<file path="src/sv/sdq_pkg.sv">
// ----------------------------------------------------------------------------
// sdq_pkg
// Shared codes and control structs of the sorted deadline queue.
// ----------------------------------------------------------------------------
package sdq_pkg;

  // operation codes (input func field)
  localparam logic [1:0] FN_INSERT = 2'd0;
  localparam logic [1:0] FN_TAKE   = 2'd1;
  localparam logic [1:0] FN_REMOVE = 2'd2;

  // result status codes
  localparam logic [1:0] ST_OK    = 2'd0;
  localparam logic [1:0] ST_EMPTY = 2'd1;
  localparam logic [1:0] ST_FULL  = 2'd2;
  localparam logic [1:0] ST_NOTAG = 2'd3;

  // field widths of the stream items
  localparam int unsigned FUNC_BITS   = 2;
  localparam int unsigned FIELD_KEY   = 32;
  localparam int unsigned TAG_BITS    = 8;
  localparam int unsigned STATUS_BITS = 2;

  // control broadcast from the sequencer to every cell
  typedef struct packed {
    logic ins;   // insert the broadcast key and tag
    logic scan;  // removal sweep is running
    logic head;  // sweep takes the head instead of matching a tag
    logic hit;   // sweep has already removed an entry
    logic stop;  // sweep ends this cycle
  } cell_ctl_t;

  // per-cell status seen by the sequencer
  typedef struct packed {
    logic tok;    // sweep token sits in this cell
    logic occ;    // token sits on a valid entry
    logic match;  // this cell is removed this cycle
  } cell_stat_t;

endpackage

</file>
<file path="src/sv/sorted_deadline_queue.sv">
// ----------------------------------------------------------------------------
// sorted_deadline_queue
// Queue of (key, tag) entries kept in ascending key order in a chain of cells.
// ----------------------------------------------------------------------------
// Input items arrive on s_axis_*: insert a key and tag, take the head, or
// remove the entry nearest the head that carries a tag. Each item gives one
// result item on m_axis_*: status, removed key and tag, and the new count.
// An insert places the entry in the cycle after it is taken: every cell compares its key with
// the broadcast key and either holds, takes the new entry or shifts right.
// Inserts, empty removals and unused codes answer in the cycle after they are taken.
// Take head and remove by tag run a token down the chain, one cell a cycle;
// the matching cell empties and the cells behind it pull their right
// neighbors; the result is registered when the token stops at the first
// empty cell or at the tail.
// One item is worked on at a time; the next one is taken in the cycle after
// the sweep, when the result register is empty or is being read out.
// A stalled receiver holds the result and blocks s_axis_tready.
// Reset empties the queue (count zero) and drops any pending result.
// ----------------------------------------------------------------------------
module sorted_deadline_queue #(
  parameter int unsigned DEPTH    = 16,
  parameter int unsigned KEY_BITS = 32,
  localparam int unsigned CNT_BITS = $clog2(DEPTH + 1),
  localparam int unsigned OUT_BITS = sdq_pkg::STATUS_BITS + sdq_pkg::FIELD_KEY +
                                     sdq_pkg::TAG_BITS + CNT_BITS,
  localparam int unsigned OUT_W    = ((OUT_BITS + 7) / 8) * 8
) (
  input  logic             clk_i,
  input  logic             rst_ni,
  input  logic             s_axis_tvalid,
  output logic             s_axis_tready,
  input  logic [47:0]      s_axis_tdata,   // func[1:0], key[33:2], tag[41:34], zero pad
  output logic             m_axis_tvalid,
  input  logic             m_axis_tready,
  output logic [OUT_W-1:0] m_axis_tdata    // status, out_key, out_tag, count, zero pad
);

  localparam int unsigned TB = sdq_pkg::TAG_BITS;

  typedef enum logic [1:0] {
    S_IDLE = 2'b01,
    S_SCAN = 2'b10
  } state_e;

  state_e                 state_q, state_d;
  logic [CNT_BITS-1:0]    count_q, count_d;
  logic                   head_q, head_d;
  logic                   hit_q, hit_d;
  logic [TB-1:0]          tag_q, tag_d;
  logic [KEY_BITS-1:0]    res_key_q, res_key_d;
  logic [TB-1:0]          res_tag_q, res_tag_d;
  logic                   m_valid_q, m_valid_d;
  logic [OUT_W-1:0]       m_data_q, m_data_d;

  logic [1:0]             in_func;
  logic [63:0]            in_key_wide;
  logic [KEY_BITS-1:0]    in_key;
  logic [TB-1:0]          in_tag;
  logic                   fire;
  logic                   start;
  logic                   done;
  sdq_pkg::cell_ctl_t     ctl;

  logic [KEY_BITS-1:0]    key_w   [DEPTH];
  logic [TB-1:0]          tag_w   [DEPTH];
  logic [DEPTH-1:0]       valid_w;
  logic [DEPTH-1:0]       place_w;
  logic [DEPTH-1:0]       tok_w;
  sdq_pkg::cell_stat_t    stat_w  [DEPTH];

  logic                   match_any;
  logic                   occ_any;
  logic [KEY_BITS-1:0]    sel_key;
  logic [TB-1:0]          sel_tag;

  // result fields
  logic                   res_en;
  logic [1:0]             r_status;
  logic [KEY_BITS-1:0]    r_key;
  logic [TB-1:0]          r_tag;
  logic [63:0]            r_key_wide;

  assign in_func     = s_axis_tdata[1:0];
  assign in_key_wide = {32'd0, s_axis_tdata[33:2]};
  assign in_key      = in_key_wide[KEY_BITS-1:0];
  assign in_tag      = s_axis_tdata[41:34];

  assign s_axis_tready = (state_q == S_IDLE) && (!m_valid_q || m_axis_tready);
  assign fire          = s_axis_tvalid && s_axis_tready;

  // ---------------------------------------------------------------- cells
  for (genvar i = 0; i < DEPTH; i++) begin : g_cell
    logic [KEY_BITS-1:0] l_key, r_key_n;
    logic [TB-1:0]       l_tag, r_tag_n;
    logic                l_valid, l_place, l_tok, r_valid, r_tok;

    if (i == 0) begin : g_first
      assign l_key   = '0;
      assign l_tag   = '0;
      assign l_valid = 1'b0;
      assign l_place = 1'b0;
      assign l_tok   = start;
    end else begin : g_mid_l
      assign l_key   = key_w[i-1];
      assign l_tag   = tag_w[i-1];
      assign l_valid = valid_w[i-1];
      assign l_place = place_w[i-1];
      assign l_tok   = tok_w[i-1];
    end

    if (i == DEPTH - 1) begin : g_last
      assign r_key_n = '0;
      assign r_tag_n = '0;
      assign r_valid = 1'b0;
      assign r_tok   = 1'b0;
    end else begin : g_mid_r
      assign r_key_n = key_w[i+1];
      assign r_tag_n = tag_w[i+1];
      assign r_valid = valid_w[i+1];
      assign r_tok   = tok_w[i+1];
    end

    sdq_cell #(
      .KEY_BITS(KEY_BITS)
    ) u_cell (
      .clk_i    (clk_i),
      .rst_ni   (rst_ni),
      .ctl_i    (ctl),
      .ins_key_i(in_key),
      .tag_i    (ctl.scan ? tag_q : in_tag),
      .l_key_i  (l_key),
      .l_tag_i  (l_tag),
      .l_valid_i(l_valid),
      .l_place_i(l_place),
      .l_tok_i  (l_tok),
      .r_key_i  (r_key_n),
      .r_tag_i  (r_tag_n),
      .r_valid_i(r_valid),
      .r_tok_i  (r_tok),
      .key_o    (key_w[i]),
      .tag_o    (tag_w[i]),
      .valid_o  (valid_w[i]),
      .place_o  (place_w[i]),
      .tok_o    (tok_w[i]),
      .stat_o   (stat_w[i])
    );
  end

  // one-hot pick of the removed entry and token status
  always_comb begin
    match_any = 1'b0;
    occ_any   = 1'b0;
    sel_key   = '0;
    sel_tag   = '0;
    for (int i = 0; i < DEPTH; i++) begin
      match_any = match_any | stat_w[i].match;
      occ_any   = occ_any | stat_w[i].occ;
      sel_key   = sel_key | (stat_w[i].match ? key_w[i] : '0);
      sel_tag   = sel_tag | (stat_w[i].match ? tag_w[i] : '0);
    end
  end

  // sweep ends at the first empty cell or at the tail
  assign done = (state_q == S_SCAN) && (stat_w[DEPTH-1].tok || !occ_any);

  // ---------------------------------------------------------- sequencer
  always_comb begin
    state_d   = state_q;
    count_d   = count_q;
    head_d    = head_q;
    hit_d     = hit_q;
    tag_d     = tag_q;
    res_key_d = res_key_q;
    res_tag_d = res_tag_q;
    start     = 1'b0;
    res_en    = 1'b0;
    r_status  = sdq_pkg::ST_OK;
    r_key     = '0;
    r_tag     = '0;
    ctl       = '0;
    ctl.head  = head_q;
    ctl.hit   = hit_q;

    case (state_q)
      S_IDLE: begin
        if (fire) begin
          case (in_func)
            sdq_pkg::FN_INSERT: begin
              res_en = 1'b1;
              if (count_q == CNT_BITS'(DEPTH)) begin
                r_status = sdq_pkg::ST_FULL;
              end else begin
                ctl.ins = 1'b1;
                count_d = count_q + CNT_BITS'(1);
              end
            end
            sdq_pkg::FN_TAKE, sdq_pkg::FN_REMOVE: begin
              if (count_q == '0) begin
                res_en   = 1'b1;
                r_status = sdq_pkg::ST_EMPTY;
              end else begin
                start   = 1'b1;
                head_d  = (in_func == sdq_pkg::FN_TAKE);
                hit_d   = 1'b0;
                tag_d   = in_tag;
                state_d = S_SCAN;
              end
            end
            default: begin
              res_en = 1'b1;
            end
          endcase
        end
      end
      S_SCAN: begin
        ctl.scan = 1'b1;
        ctl.stop = done;
        if (match_any) begin
          hit_d     = 1'b1;
          res_key_d = sel_key;
          res_tag_d = sel_tag;
        end
        if (done) begin
          res_en  = 1'b1;
          state_d = S_IDLE;
          if (hit_q || match_any) begin
            r_key   = match_any ? sel_key : res_key_q;
            r_tag   = match_any ? sel_tag : res_tag_q;
            count_d = count_q - CNT_BITS'(1);
          end else begin
            r_status = sdq_pkg::ST_NOTAG;
          end
        end
      end
      default: begin
        state_d = S_IDLE;
      end
    endcase
  end

  // --------------------------------------------------------- result reg
  always_comb begin
    r_key_wide                 = '0;
    r_key_wide[KEY_BITS-1:0]   = r_key;
    m_data_d                   = m_data_q;
    m_valid_d                  = m_valid_q && !m_axis_tready;
    if (res_en) begin
      m_valid_d = 1'b1;
      m_data_d  = '0;
      m_data_d[1:0]                 = r_status;
      m_data_d[33:2]                = r_key_wide[31:0];
      m_data_d[41:34]               = r_tag;
      m_data_d[42+CNT_BITS-1:42]    = count_d;
    end
  end

  always_ff @(posedge clk_i or negedge rst_ni) begin
    if (!rst_ni) begin
      state_q   <= S_IDLE;
      count_q   <= '0;
      hit_q     <= 1'b0;
      m_valid_q <= 1'b0;
    end else begin
      state_q   <= state_d;
      count_q   <= count_d;
      hit_q     <= hit_d;
      m_valid_q <= m_valid_d;
    end
  end

  always_ff @(posedge clk_i) begin
    head_q    <= head_d;
    tag_q     <= tag_d;
    res_key_q <= res_key_d;
    res_tag_q <= res_tag_d;
    m_data_q  <= m_data_d;
  end

  assign m_axis_tvalid = m_valid_q;
  assign m_axis_tdata  = m_data_q;

`ifndef SYNTHESIS
  a_count_range: assert property (@(posedge clk_i) disable iff (!rst_ni)
    count_q <= CNT_BITS'(DEPTH))
    else $error("entry count above depth");

  a_tok_onehot: assert property (@(posedge clk_i) disable iff (!rst_ni)
    $onehot0(tok_w))
    else $error("more than one sweep token in the chain");

  a_idle_no_tok: assert property (@(posedge clk_i) disable iff (!rst_ni)
    (state_q == S_IDLE) |-> (tok_w == '0))
    else $error("sweep token left behind after a removal");

  a_count_valid: assert property (@(posedge clk_i) disable iff (!rst_ni)
    (state_q == S_IDLE) |-> ($countones(valid_w) == int'(count_q)))
    else $error("valid cells disagree with the entry count");
`endif

endmodule

</file>
<file path="src/sv/sdq_cell.sv">
// ----------------------------------------------------------------------------
// sdq_cell
// One slot of the sorted chain: holds an entry, opens a gap for an insert
// and closes a gap behind a removal by pulling from its right neighbor.
// ----------------------------------------------------------------------------
module sdq_cell #(
  parameter int unsigned KEY_BITS = 32
) (
  input  logic                          clk_i,
  input  logic                          rst_ni,
  input  sdq_pkg::cell_ctl_t            ctl_i,
  input  logic [KEY_BITS-1:0]           ins_key_i,
  input  logic [sdq_pkg::TAG_BITS-1:0]  tag_i,
  // left neighbor (toward the head)
  input  logic [KEY_BITS-1:0]           l_key_i,
  input  logic [sdq_pkg::TAG_BITS-1:0]  l_tag_i,
  input  logic                          l_valid_i,
  input  logic                          l_place_i,
  input  logic                          l_tok_i,
  // right neighbor (toward the tail)
  input  logic [KEY_BITS-1:0]           r_key_i,
  input  logic [sdq_pkg::TAG_BITS-1:0]  r_tag_i,
  input  logic                          r_valid_i,
  input  logic                          r_tok_i,
  output logic [KEY_BITS-1:0]           key_o,
  output logic [sdq_pkg::TAG_BITS-1:0]  tag_o,
  output logic                          valid_o,
  output logic                          place_o,
  output logic                          tok_o,
  output sdq_pkg::cell_stat_t           stat_o
);

  logic [KEY_BITS-1:0]          key_q, key_d;
  logic [sdq_pkg::TAG_BITS-1:0] tag_q, tag_d;
  logic                         valid_q, valid_d;
  logic                         tok_q, tok_d;
  logic                         match;

  // new entry belongs here or further toward the head
  assign place_o = !valid_q || (key_q >= ins_key_i);

  assign match = ctl_i.scan && tok_q && valid_q && !ctl_i.hit &&
                 (ctl_i.head || (tag_q == tag_i));

  always_comb begin
    key_d   = key_q;
    tag_d   = tag_q;
    valid_d = valid_q;
    tok_d   = l_tok_i && !ctl_i.stop;
    if (ctl_i.ins) begin
      if (l_place_i) begin
        key_d   = l_key_i;
        tag_d   = l_tag_i;
        valid_d = l_valid_i;
      end else if (place_o) begin
        key_d   = ins_key_i;
        tag_d   = tag_i;
        valid_d = 1'b1;
      end
    end else if (ctl_i.scan) begin
      if (ctl_i.hit && r_tok_i) begin
        key_d   = r_key_i;
        tag_d   = r_tag_i;
        valid_d = r_valid_i;
      end else if (tok_q && (ctl_i.hit || match)) begin
        // gap moves right, refilled next cycle by the neighbor pull
        valid_d = 1'b0;
      end
    end
  end

  always_ff @(posedge clk_i or negedge rst_ni) begin
    if (!rst_ni) begin
      valid_q <= 1'b0;
      tok_q   <= 1'b0;
    end else begin
      valid_q <= valid_d;
      tok_q   <= tok_d;
    end
  end

  always_ff @(posedge clk_i) begin
    key_q <= key_d;
    tag_q <= tag_d;
  end

  assign key_o        = key_q;
  assign tag_o        = tag_q;
  assign valid_o      = valid_q;
  assign tok_o        = tok_q;
  assign stat_o.tok   = tok_q;
  assign stat_o.occ   = tok_q && valid_q;
  assign stat_o.match = match;

endmodule

</file>
<file path="config.mk">
export PLATFORM = sky130hd
export DESIGN_NAME = sorted_deadline_queue
export DESIGN_NICKNAME = d
export VERILOG_FILES = /design/src/sv/sdq_pkg.sv /design/src/sv/sorted_deadline_queue.sv /design/src/sv/sdq_cell.sv
export SDC_FILE = /design/constraint.sdc
export NUM_CORES = 2
export LEC_CHECK = 0
export BUFFER_PORTS_ARGS = -buffer_cell sky130_fd_sc_hd__buf_2
export CAP_MARGIN = 0
export CORE_ASPECT_RATIO = 2
export CORE_MARGIN = 2
export CORE_UTILIZATION = 40
export DETAILED_ROUTE_END_ITERATION = 8
export PLACE_DENSITY = 0.53
export SLEW_MARGIN = 20
export SYNTH_ARGS = -nofsm -noshare
export SYNTH_HDL_FRONTEND = slang
export SYNTH_SLANG_ARGS = --single-unit
</file>
<file path="constraint.sdc">
create_clock -name clk_i -period 11.6 [get_ports clk_i]
set_input_delay 2.32 -clock clk_i [delete_from_list [all_inputs] [get_ports clk_i]]
set_output_delay 2.32 -clock clk_i [all_outputs]
set_load 0.1 [all_outputs]
</file>
# [After elaboration in Yosys (flattened, before gate mapping)]
# Index checks and enable logic that the tools add are counted.
# W data, S select, Z words.
[classes] magnitude_cmp=16 n_bitwise=61 muxes=320 addsub=2 n_eq_ne=42 reduce_logical=276
[ops] cell="$mux W32" n=93
[ops] cell="$mux W8" n=94
[ops] cell="$ge A32 B32 Y1" n=16
[ops] cell="$or A32 B32 Y32" n=15
[ops] cell="$logic_and A1 B1 Y1" n=131
[ops] cell="$eq A8 B8 Y1" n=16
[ops] cell="$or A8 B8 Y8" n=15
[ops] cell="$mux W1" n=114
[ops] cell="$reduce_and A3 Y1" n=32
[ops] cell="$logic_or A1 B1 Y1" n=51
[ops] cell="$ne A3 B1 Y1 const B" n=15
[ops] cell="$reduce_bool A3 Y1" n=15
[ops] cell="$reduce_bool A2 Y1" n=19
[ops] cell="$or A1 B1 Y1" n=30
[ops] cell="$mux W5" n=5
[ops] cell="$logic_not A1 Y1" n=21
[ops] cell="$mux W2" n=8
[ops] cell="$pmux W2 S2" n=3
[ops] cell="$pmux W5 S2" n=1
[ops] cell="$ne A2 B2 Y1 const B" n=4
[ops] cell="$reduce_and A4 Y1" n=2
[ops] cell="$add A5 B1 Y5 const B" n=1
[ops] cell="$eq A5 B5 Y1 const B" n=1
[ops] cell="$logic_not A5 Y1" n=1
[ops] cell="other kinds (10)" n=14
[word_totals] input_bits=52 elab_cells=791 out_inout_bits=50 register_bits=777

# [Longest topological paths before layout]
[depth] depth_word=25 depth_mapped=16 depth_no_buf=12

# [Modules after synthesis]
# From an unflattened synthesis, not the netlist that was laid out.
[hier_totals] hier_cells=5788 area_unflattened_um2=57182.3
[by_module_without_submodules] mod="sdq_cell" cells_per_inst=313 area_each_um2=3081.7 instances=16
[by_module_without_submodules] mod="sorted_deadline_queue" cells_per_inst=780 area_each_um2=7875.1 instances=1

# [Worst setup path after synthesis]
# No wires, ideal clock.
[synth_timing] path_type="input -> register" start="input port s_axis_tdata[27]" end="register g_cell[0].u_cell.key_q[0], enable pin" setup_ns=0.493 required_ns=11.107 arrival_ns=6.892 path_buffers=1 setup_slack_ns=4.215 stages=9 cell_sequence="inv_1 > ha_1 > nand4_1 > nor2_1 > nand3_1 > nor4b_1 > a21oi_1 > clkbuf_1 > o21ai_0"
[synth_via] elab_chain_len=4
[synth_lines] element="start, declared" line_no="sorted_deadline_queue.sv:32" rtl="input logic [47:0] s_axis_tdata,"
[synth_lines] element="$ge A32 B32 Y1" line_no="sdq_cell.sv:40" rtl="assign place_o = !valid_q || (key_q >= ins_key_i);"
[synth_lines] element="$logic_or A1 B1 Y1" line_no="sdq_cell.sv:40"
[synth_lines] element="$ne A2 B1 Y1 (no source line)"
[synth_lines] element="$reduce_and A3 Y1 (no source line)"
[synth_lines] element="end signal, assigned" line_no="sdq_cell.sv:83" rtl="key_q <= key_d;"
[synth_lines] element="end, declared" line_no="sdq_cell.sv:33" rtl="logic [KEY_BITS-1:0] key_q, key_d;"
# Every way passes these cells.
# A chain may end at the register's enable or synchronous reset.

# [Worst setup path after layout]
[layout_timing] start="input port s_axis_tdata[20]" end="register g_cell[1].u_cell.key_q[9], enable pin"
[layout_via] elab_chain_len=4
[layout_lines] element="$ge A32 B32 Y1" line_no="sdq_cell.sv:40"
[layout_lines] element="$logic_or A1 B1 Y1" line_no="sdq_cell.sv:40"
[layout_lines] element="$ne A3 B1 Y1 (no source line) *"
[layout_lines] element="$reduce_and A3 Y1 (no source line) *"
[layout_lines] element="end signal, assigned" line_no="sdq_cell.sv:83"
[layout_lines] element="end, declared" line_no="sdq_cell.sv:33"
# Every way passes the cells marked *; elsewhere a longest branch is shown, timed or not.

==> flow_summary.json <==
{
  "status": "finished clean",
  "clock_skew_ns": 0.0317,
  "cp.arrival_ns": 8.40,
  "synthFlopType": "edfxtp_1",
  "timing.fmax_mhz": 124,
  "port_buffers": 94,
  "routed_wl_um": 256000,
  "critPathMaxFanout": 33,
  "drive_gt1_share_pct": 8.05,
  "rows": 190,
  "grt_max_degree": 212,
  "drt-initial-drc-count": 5147,
  "power_density_nw_per_um2": 172,
  "async_reset_ff_share_pct": 5.28,
  "cts_hold_buf": 0,
  "syn_area_um2": 53700,
  "worst_pin_slew_ns": 1.27,
  "clockBufferDepth": 3,
  "critical-path-slowest-cell": "nor4b_1",
  "cts.sinks": 777,
  "total_power_mw": 10.2,
  "routed_via_density": 6.60,
  "min_to": "m_axis_tvalid$_DFF_PN0_",
  "r2r-end": "m_axis_tdata[33]$_SDFFCE_PN0P_",
  "reg2reg_depth": 14,
  "io_pins": 102,
  "synth_edf_count": 736,
  "clk_latency_ns": 0.72,
  "hold_violations": 0,
  "synth_nets": 5824,
  "final_util_pct": 44.4,
  "cts_tree": "yes",
  "worst_ep_required_time_ns": 11.92,
  "coreArea_um2": 134000,
  "clockRootBuffer": "clkbuf_16",
  "ys_seq_area_share_pct": 43.0,
  "vias": 46200,
  "synth-seq-cells": 777,
  "cp-start-kind": "primary input",
  "grt-ovfl-total": 0,
  "fillers": 12800,
  "hp-class": "reg2reg",
  "ys_types": 76,
  "cpPeakStageDelay_ns": 1.11,
  "timing.final.crit_share_pct": 69.7,
  "antenna_found_initial": 21,
  "power_leakage_nw": 24.1,
  "rrSetupSlack_ns": 5.14,
  "drc": 0,
  "path_class": "in2reg",
  "firstDrtPassIters": 6,
  "synth_area_per_cell_um2": 10.2,
  "period_minus_slack_ns": 8.08,
  "slew_viol_final": 0,
  "numCtsBuffers": 80,
  "die_area_um2": 137000,
  "die_w_um": 263,
  "htree_levels": 3,
  "start_util_pct": 40.2,
  "path_cells": "buf_2, inv_1, ha_1, nand4_1, nor2_1, nand4_1, nor4b_1, a2111oi_2, buf_4, o21ai_4, buf_4, inv_1, a31oi_4, buf_4",
  "gp_congestion": 0.985,
  "fin_tns_setup_ns": 0,
  "rsz0062_at_grt": "false",
  "track_usage_pct": 36.5,
  "syn_to_final_growth_pct": 10.3,
  "hp-start": "m_axis_tvalid$_DFF_PN0_",
  "design_area_um2": 59300,
  "ys.warnings.count": 0,
  "setup_viol": 0,
  "worst_setup_path_end_kind": "register",
  "max-vdd-ir-drop_v": 0.000135,
  "whs_path_depth": 2,
  "fin_hold_ws_ns": 0.515,
  "dieHeight_um": 522,
  "ant_nets": 0,
  "cpMostUsedCell": "buf_4",
  "post_cts_buffers": 0,
  "wl_per_cell_um": 36.6,
  "grt_pass1_wl_um": 354000,
  "nets": 5757,
  "hpwl_um": 170000,
  "cts.repair.resized": 0,
  "grt_pass1_vias": 45100,
  "crit-reg2reg-launch": "state_q[0]$_DFFE_PN1P_",
  "cts.clk_slew.worst_paths_ns": 0.07,
  "dpl_cell_area_um2": 56400,
  "drv_cap": 0,
  "slew_headroom_pct": 13.9,
  "syn_inst": 5253
}
where the power goes:
group	internal [mW]	total [mW]	leakage, nW	switching, mW
clock	1.61	2.90	1.34	1.30
sequential	3.48	3.81	7.23	0.331
combinational	0.965	3.46	15.6	2.50
critical path, delay by kind of cell:
family                   cells  cell delay, ns
AND/OR/NAND/NOR              4            2.04
AO/OA/AOI/OAI                3            0.91
buffers and inverters        6            2.49
adder cells (fa/ha/maj)      1            0.48
area by class of cell:
class | count | area (um^2) | area share [%]
Clock inverter | 55 | 698 | 1.18
Timing Repair Buffer | 213 | 1470 | 2.48
Sequential cell | 777 | 23100 | 39.0
Clock buffer | 93 | 2070 | 3.50
Multi-Input combinational cell | 4040 | 29400 | 49.7
Tap cell | 1728 | 2160 | 3.65
Inverter | 74 | 278 | 0.469
Antenna cell | 16 | 40.0 | 0.0675
worst max-delay path by stage:
stage | start | depth (start not counted) | end
floorplan | s_axis_tdata[27] | 9 | g_cell[0].u_cell.key_o[0]$_DFFE_PP_
global placement | s_axis_tdata[20] | 14 | g_cell[1].u_cell.key_o[14]$_DFFE_PP_
detailed placement | s_axis_tdata[20] | 12 | g_cell[7].u_cell.key_o[17]$_DFFE_PP_
CTS | s_axis_tdata[20] | 12 | g_cell[7].u_cell.key_o[18]$_DFFE_PP_
global route | s_axis_tdata[20] | 14 | g_cell[2].u_cell.key_o[9]$_DFFE_PP_
finish | s_axis_tdata[20] | 14 | g_cell[1].u_cell.key_o[9]$_DFFE_PP_
layout by cell type (no fill, tap or decap), types with 8 or more instances in the layout:
master     count
a22o_1       160
nor2b_1       31
nor4_1        40
dfrtp_1       40
o311ai_0       9
nand4_1      140
buf_4        113
mux2i_4        8
clkinv_1      11
nor3_1        54
a21oi_1      288
mux2i_1      424
a31oi_1       49
mux2_2         9
o311ai_1       8
o21ai_1      311
o21ai_0      265
clkinv_2      13
a31oi_4        8
clkbuf_16     81
mux2_1        72
edfxtp_1     736
bufinv_16     14
and4_1         8
nor3_4        14
o211ai_1      16
a211oi_1      12
nor2_1       200
clkbuf_1      12
a21o_1       184
inv_1         71
ha_1         518
and2_1        56
nand2b_1      38
diode_2       16
buf_2         93
nand3_1       33
nand2_1      676
a221oi_1     167
xnor2_1      129
metrics by stage:
stage	instances	setup slack [ns]
3_3_place_gp	6828	3.24
3_5_place_dp	6828	3.20
4_1_cts	6976	3.93
5_1_grt	6984	3.61
2_1_floorplan	5253	4.21
6_report	6996	3.52
cell usage after synthesis, types with 40 or more instances:
cell	instances	area, um^2
o21ai_0	267	1340
a221oi_1	167	1460
mux2i_1	424	4240
ha_1	519	6490
a21o_1	185	1390
nand4_1	140	876
a21oi_1	293	1470
and2_1	56	350
a31oi_1	57	357
a22o_1	160	1400
edfxtp_1	736	22100
o21ai_1	313	1570
nand2_1	680	2550
dfrtp_1	40	1000
mux2_1	72	811
clkbuf_1	299	1120
nor4_1	42	263
xnor2_1	129	1130
inv_1	73	274
nor2_1	202	758
nor3_1	59	295
sequential cells by signal, indices dropped and copies added, names as in the netlist:
signal / cells
g_cell.u_cell.valid_o: 16
hit_q: 1
head_q: 1
res_tag_q: 8
tag_q: 8
res_key_q: 32
state_q: 2
m_axis_tvalid: 1
g_cell.u_cell.tag_o: 128
g_cell.u_cell.key_o: 512
m_axis_tdata: 47
count_q: 5
g_cell.u_cell.tok_o: 16
routing by layer:
metal | up-vias | global-route usage, % | share of wire (%)
met5 | - | 0 | 0.019
met3 | 1021 | 6.10 | 7.2
li1 | 19900 | - | -
met2 | 2574 | 61.1 | 48
met4 | 8 | 37.2 | 12
met1 | 22600 | 38.0 | 33
cells by family after synthesis:
logic type	Yosys count	synth area share, %
compound gates	1543	18.3
other cells	1	0.00698
fa+ha+maj	519	12.1
flops	777	43.0
mux	513	9.90
buf+inv	436	3.16
simple gates	1335	11.4
xor+xnor	129	2.10
No activity file was read; power rests on OpenSTA's default activity.
